===== src/rtl/core/first_fit_block_allocator_assert.svh =====
// Assertion macros for the allocator RTL.
// Expects clk_i and rst_ni in the scope where the macros are used.
`ifndef FIRST_FIT_BLOCK_ALLOCATOR_ASSERT_SVH
`define FIRST_FIT_BLOCK_ALLOCATOR_ASSERT_SVH

// same-cycle implication
`define FFBA_ASSERT_HOLDS(label, ante, cons, msg) \
  label: assert property (@(posedge clk_i) disable iff (!rst_ni) (ante) |-> (cons)) \
    else $error(msg);

// next-cycle implication
`define FFBA_ASSERT_NEXT(label, ante, cons, msg) \
  label: assert property (@(posedge clk_i) disable iff (!rst_ni) (ante) |=> (cons)) \
    else $error(msg);

`endif


===== src/rtl/core/ffba_ram.sv =====
// Generic single-write, single-read RAM with registered read data.
// No dependencies.
`timescale 1ns / 1ps

module ffba_ram #(
  parameter int unsigned WIDTH = 8,
  parameter int unsigned DEPTH = 16
) (
  input  logic                     clk_i,
  input  logic                     we_i,
  input  logic [$clog2(DEPTH)-1:0] waddr_i,
  input  logic [WIDTH-1:0]         wdata_i,
  input  logic [$clog2(DEPTH)-1:0] raddr_i,
  output logic [WIDTH-1:0]         rdata_o
);

  logic [WIDTH-1:0] mem_q [DEPTH];
  logic [WIDTH-1:0] rdata_q;

  always_ff @(posedge clk_i) begin
    if (we_i) begin
      mem_q[waddr_i] <= wdata_i;
    end
    rdata_q <= mem_q[raddr_i];
  end

  assign rdata_o = rdata_q;

endmodule


===== config.mk =====
export PLATFORM = sky130hd
export DESIGN_NAME = ffba_ram
export DESIGN_NICKNAME = d
export VERILOG_FILES = /design/src/rtl/core/first_fit_block_allocator_assert.svh /design/src/rtl/core/ffba_ram.sv
export SDC_FILE = /design/constraint.sdc
export NUM_CORES = 1
export LEC_CHECK = 0
export BUFFER_PORTS_ARGS = -buffer_cell sky130_fd_sc_hd__buf_2
export CORE_MARGIN = 2
export CORE_UTILIZATION = 58
export CTS_CLUSTER_SIZE = 40
export DETAILED_ROUTE_END_ITERATION = 10
export GPL_ROUTABILITY_DRIVEN = 0
export PLACE_DENSITY_LB_ADDON = 0.25
export SETUP_SLACK_MARGIN = 0.05
export SLEW_MARGIN = 20
export SYNTH_ARGS = -nofsm -noshare
export SYNTH_HDL_FRONTEND = slang
export SYNTH_SLANG_ARGS = --single-unit

===== constraint.sdc =====
create_clock -name clk_i -period 2.4 [get_ports clk_i]
set_clock_uncertainty 0.05 [all_clocks]
set_input_delay 0.24 -clock clk_i [delete_from_list [all_inputs] [get_ports clk_i]]
set_output_delay 0.24 -clock clk_i [all_outputs]
set_load 0.01 [all_outputs]

==> results_tabular.tex <==
\begin{tabular}{lr}
\hline
Metric & Value \\
\hline
\multicolumn{2}{l}{\textbf{Outcome}} \\
\quad Status & finished, final reports clean \\
\multicolumn{2}{l}{\textbf{Timing}} \\
\quad Count of endpoints failing hold in the final timing report & 0 \\
\quad Final period utilization & 0.6017 \\
\quad Fmax & 692.5 MHz \\
\quad \# setup viols final & 0 \\
\quad Min Tclk post-route & 1.444 ns \\
\quad Hold\_ws & 0.05290 ns \\
\quad Slew at the pin closest to its max-slew limit & 0.7743 ns \\
\quad Relative slew slack & 0.4819 \\
\quad Count of pins over their slew limit & 0 \\
\quad Aggregate negative setup slack & 0 ns \\
\quad Unrepaired setup endpoints after global routing & no \\
\multicolumn{2}{l}{\textbf{Pwr}} \\
\quad Pwr/cell area & 893.9 nW/um2 \\
\quad Worst-case vdd ir drop & 0.6439 mV \\
\quad Total power draw & 5.404 mW \\
\quad Switching pwr & 1.075 mW \\
\quad Combinational power share & 0.045 \\
\quad Share of total power in the clock network & 0.461 \\
\quad Seq pwr share & 0.494 \\
\quad Static power due to leakage & 2.069 nW \\
\quad Net Sw Frac & 0.1990 \\
\quad Design internal power & 4.329 mW \\
\multicolumn{2}{l}{\textbf{Critical path}} \\
\quad Highest-delay cell along the critical path & mux4\_1 \\
\quad Arrival time of data at the critical path endpoint & 1.79 ns \\
\quad Top Family by Delay on Critical Path & multiplexers \\
\quad Type of element capturing the critical path & flop \\
\quad Largest fanout on the critical path & 1 \\
\quad Critical Path Start Type & flop \\
\quad Cell Chain, Critical Path & mux4\_1, a22oi\_1, nand2\_1 \\
\quad Start-to-end type of the worst setup path & reg -> reg \\
\quad Logic depth of the worst path, buffers included & 3 \\
\quad Buf/Inv on CP & 0 \\
\quad Slowest stage delay, CP & 0.50 ns \\
\quad Critical path data required time & 2.74 ns \\
\quad Worst reg2reg path depth & 3 \\
\multicolumn{2}{l}{\textbf{Place}} \\
\quad Dpl hpwl & 5991 um \\
\quad Cell Count Post-Placement & 370 \\
\quad Number of port buffers & 25 \\
\multicolumn{2}{l}{\textbf{Route}} \\
\quad Count of unresolved DRC violations after routing & 0 \\
\quad Number of nets with antenna violations after routing & 0 \\
\quad Routed via count & 2,472 \\
\quad Initial detailed-routing violation count & 276 \\
\quad Detailed Route WL & 9728 um \\
\quad Routed wire length per instance & 24.20 um \\
\quad Via-per-instance ratio & 6.149 \\
\quad DR pass1 iterations & 5 \\
\multicolumn{2}{l}{\textbf{Floorplanning}} \\
\quad Die extent in y & 98.21 um \\
\quad Initial Util & 0.5931 \\
\quad Total I/O pin count & 26 \\
\quad Area enclosed by the die boundary & 9644 um2 \\
\quad Horiz. Die Dim & 98.21 um \\
\quad Placement Rows & 34 \\
\quad Core Footprint & 8678 um2 \\
\multicolumn{2}{l}{\textbf{Logic synthesis}} \\
\quad Share of the yosys chip area belonging to registers & 0.7778 \\
\quad Net Count, Synth & 247 \\
\quad Post-synth top area cell & edfxtp\_1 \\
\quad Ys async rst share & 0 \\
\quad Top post-synthesis cells by count & edfxtp\_1 (128), mux4\_2 (18), a22oi\_1 (16) \\
\quad Post-Syn Area per Cell & 22.48 um2 \\
\quad Cell count after synthesis & 229 \\
\quad Syn Std Cell Area & 5147 um2 \\
\quad Number of flops mapped to enable cells by yosys & 128 \\
\quad Yosys Warn Count & 0 \\
\quad Top flip-flop cell by instance count after synthesis & edfxtp\_1 \\
\quad Count of distinct cell types in the synthesized netlist & 19 \\
\quad Synthesis-stage register bit count & 136 \\
\quad Leading cell types by total area after synthesis & edfxtp\_1 (75\%), mux4\_2 (7.9\%), mux4\_1 (7.1\%) \\
\quad Most instantiated library cell after synthesis & edfxtp\_1 \\
\quad Area share of the largest cell type after synthesis & 0.7467 \\
\multicolumn{2}{l}{\textbf{GRT}} \\
\quad All-Layer GR Usage & 0.2258 \\
\quad Remaining Overflow, GRT & 0 \\
\quad First-pass GRT wire length & 15,210 um \\
\quad Vias in the first global route & 2,580 \\
\quad Largest net degree at the start of global routing & 17 \\
\quad Number of antenna violations at the first check in global routing & 0 \\
\multicolumn{2}{l}{\textbf{Clock network}} \\
\quad CTS tree & built \\
\quad Inserted Clock Buffers & 17 \\
\quad Total number of H-tree levels & 4 \\
\quad Clock transition at the registers of the reported paths & 0.06 ns \\
\quad Number of clock sinks seen by CTS & 136 \\
\quad Cts hold-fix bufs & 0 \\
\quad Post-CTS Resized & 0 \\
\quad Clk buf depth & 2 \\
\quad Postcts setup bufs & 0 \\
\quad Source-to-sink clock delay at the later pin of the worst-skew pair & 0.51 ns \\
\quad Clock root buffer & clkbuf\_8 \\
\multicolumn{2}{l}{\textbf{Finish}} \\
\quad Share of final-layout standard cells stronger than drive strength 1 & 0.3163 \\
\quad P\&R area growth vs syn & 17.45\% \\
\quad Layout net count & 299 \\
\quad Number of cells in the finished layout apart from fillers & 402 \\
\quad Antenna Cells & 0 \\
\quad Post-route core utilization & 0.6967 \\
\multicolumn{2}{l}{\textbf{Hold path}} \\
\quad Type of the most critical hold path & in -> reg \\
\quad Hold depth & 1 \\
\multicolumn{2}{l}{\textbf{Flow run}} \\
\quad Reported max-cap violation count & 0 \\
\hline
\end{tabular}
==> per-layer routing <==
| metal | global-route usage | routed length, um |
|---|---|---|
| met2 | 0.3541 | 4987 |
| met3 | 0.07158 | 635 |
| met5 | 0 | 0 |
| met4 | 0.07903 | 109 |
| met1 | 0.3070 | 3996 |
==> through the flow <==
stage / worst slack (ns) / instance area, um2
2_1_floorplan: 0.6171 / 5147
3_3_place_gp: 0.4243 / 5469
3_5_place_dp: 0.4640 / 5469
4_1_cts: 0.9560 / 6046
5_1_grt: 0.8165 / 6046
6_report: 0.9559 / 6046
==> state kept, by name (all words and copies together), names as in the netlist <==
register / count
mem_q: 128
rdata_o: 8
==> power groups by stage <==
| stage | combinational [mW] | sequential (mW) | clock [mW] |
|---|---|---|---|
| 3_5_place_dp | 0.243 | 2.72 | 0 |
| 3_3_place_gp | 0.238 | 2.72 | 0 |
| 5_1_grt | 0.267 | 2.67 | 2.63 |
| 2_1_floorplan | 0.135 | 2.72 | 0 |
| 6_report | 0.244 | 2.67 | 2.49 |
| 4_1_cts | 0.247 | 2.67 | 2.52 |
==> final timing paths <==
kind                start     endpoint  slack, ns
max           mem_q[2][1]   rdata_o[1]       0.96
min            wdata_i[4]  mem_q[6][4]       0.05
max reg2reg   mem_q[2][1]   rdata_o[1]       0.96
min reg2reg  mem_q[14][5]   rdata_o[5]       0.62
==> cell usage in the layout, fill, tap and decap left out, types with 2 or more instances in the layout <==
cell / n
a22oi_1: 16
buf_2: 25
buf_4: 17
bufinv_16: 3
clkbuf_16: 16
clkinv_2: 6
clkinvlp_4: 4
dfxtp_1: 8
edfxtp_1: 128
mux4_1: 14
mux4_2: 18
nand2_1: 9
nand2b_1: 2
nand3b_1: 2
nor2_1: 13
nor3_1: 4
==> final cells by class <==
class,instances,area [um2]
repair buffers,43,272.8
clock inverters,14,158.9
multi-input cells,83,1057
well taps,108,135.1
fillers,547,2633
clock buffers,18,417.9
flip-flops and latches,136,4004
==> cell families (layout without fill, tap and decap cells) <==
| kind of cell | Yosys count | in the layout | synth area share |
|---|---|---|---|
| compound gates | 16 | 16 | 0.02334 |
| simple gates | 35 | 35 | 0.03184 |
| flops | 136 | 136 | 0.7778 |
| buf+inv | 10 | 75 | 0.01677 |
| mux | 32 | 32 | 0.1502 |
Power figures use the tool's default switching activity.
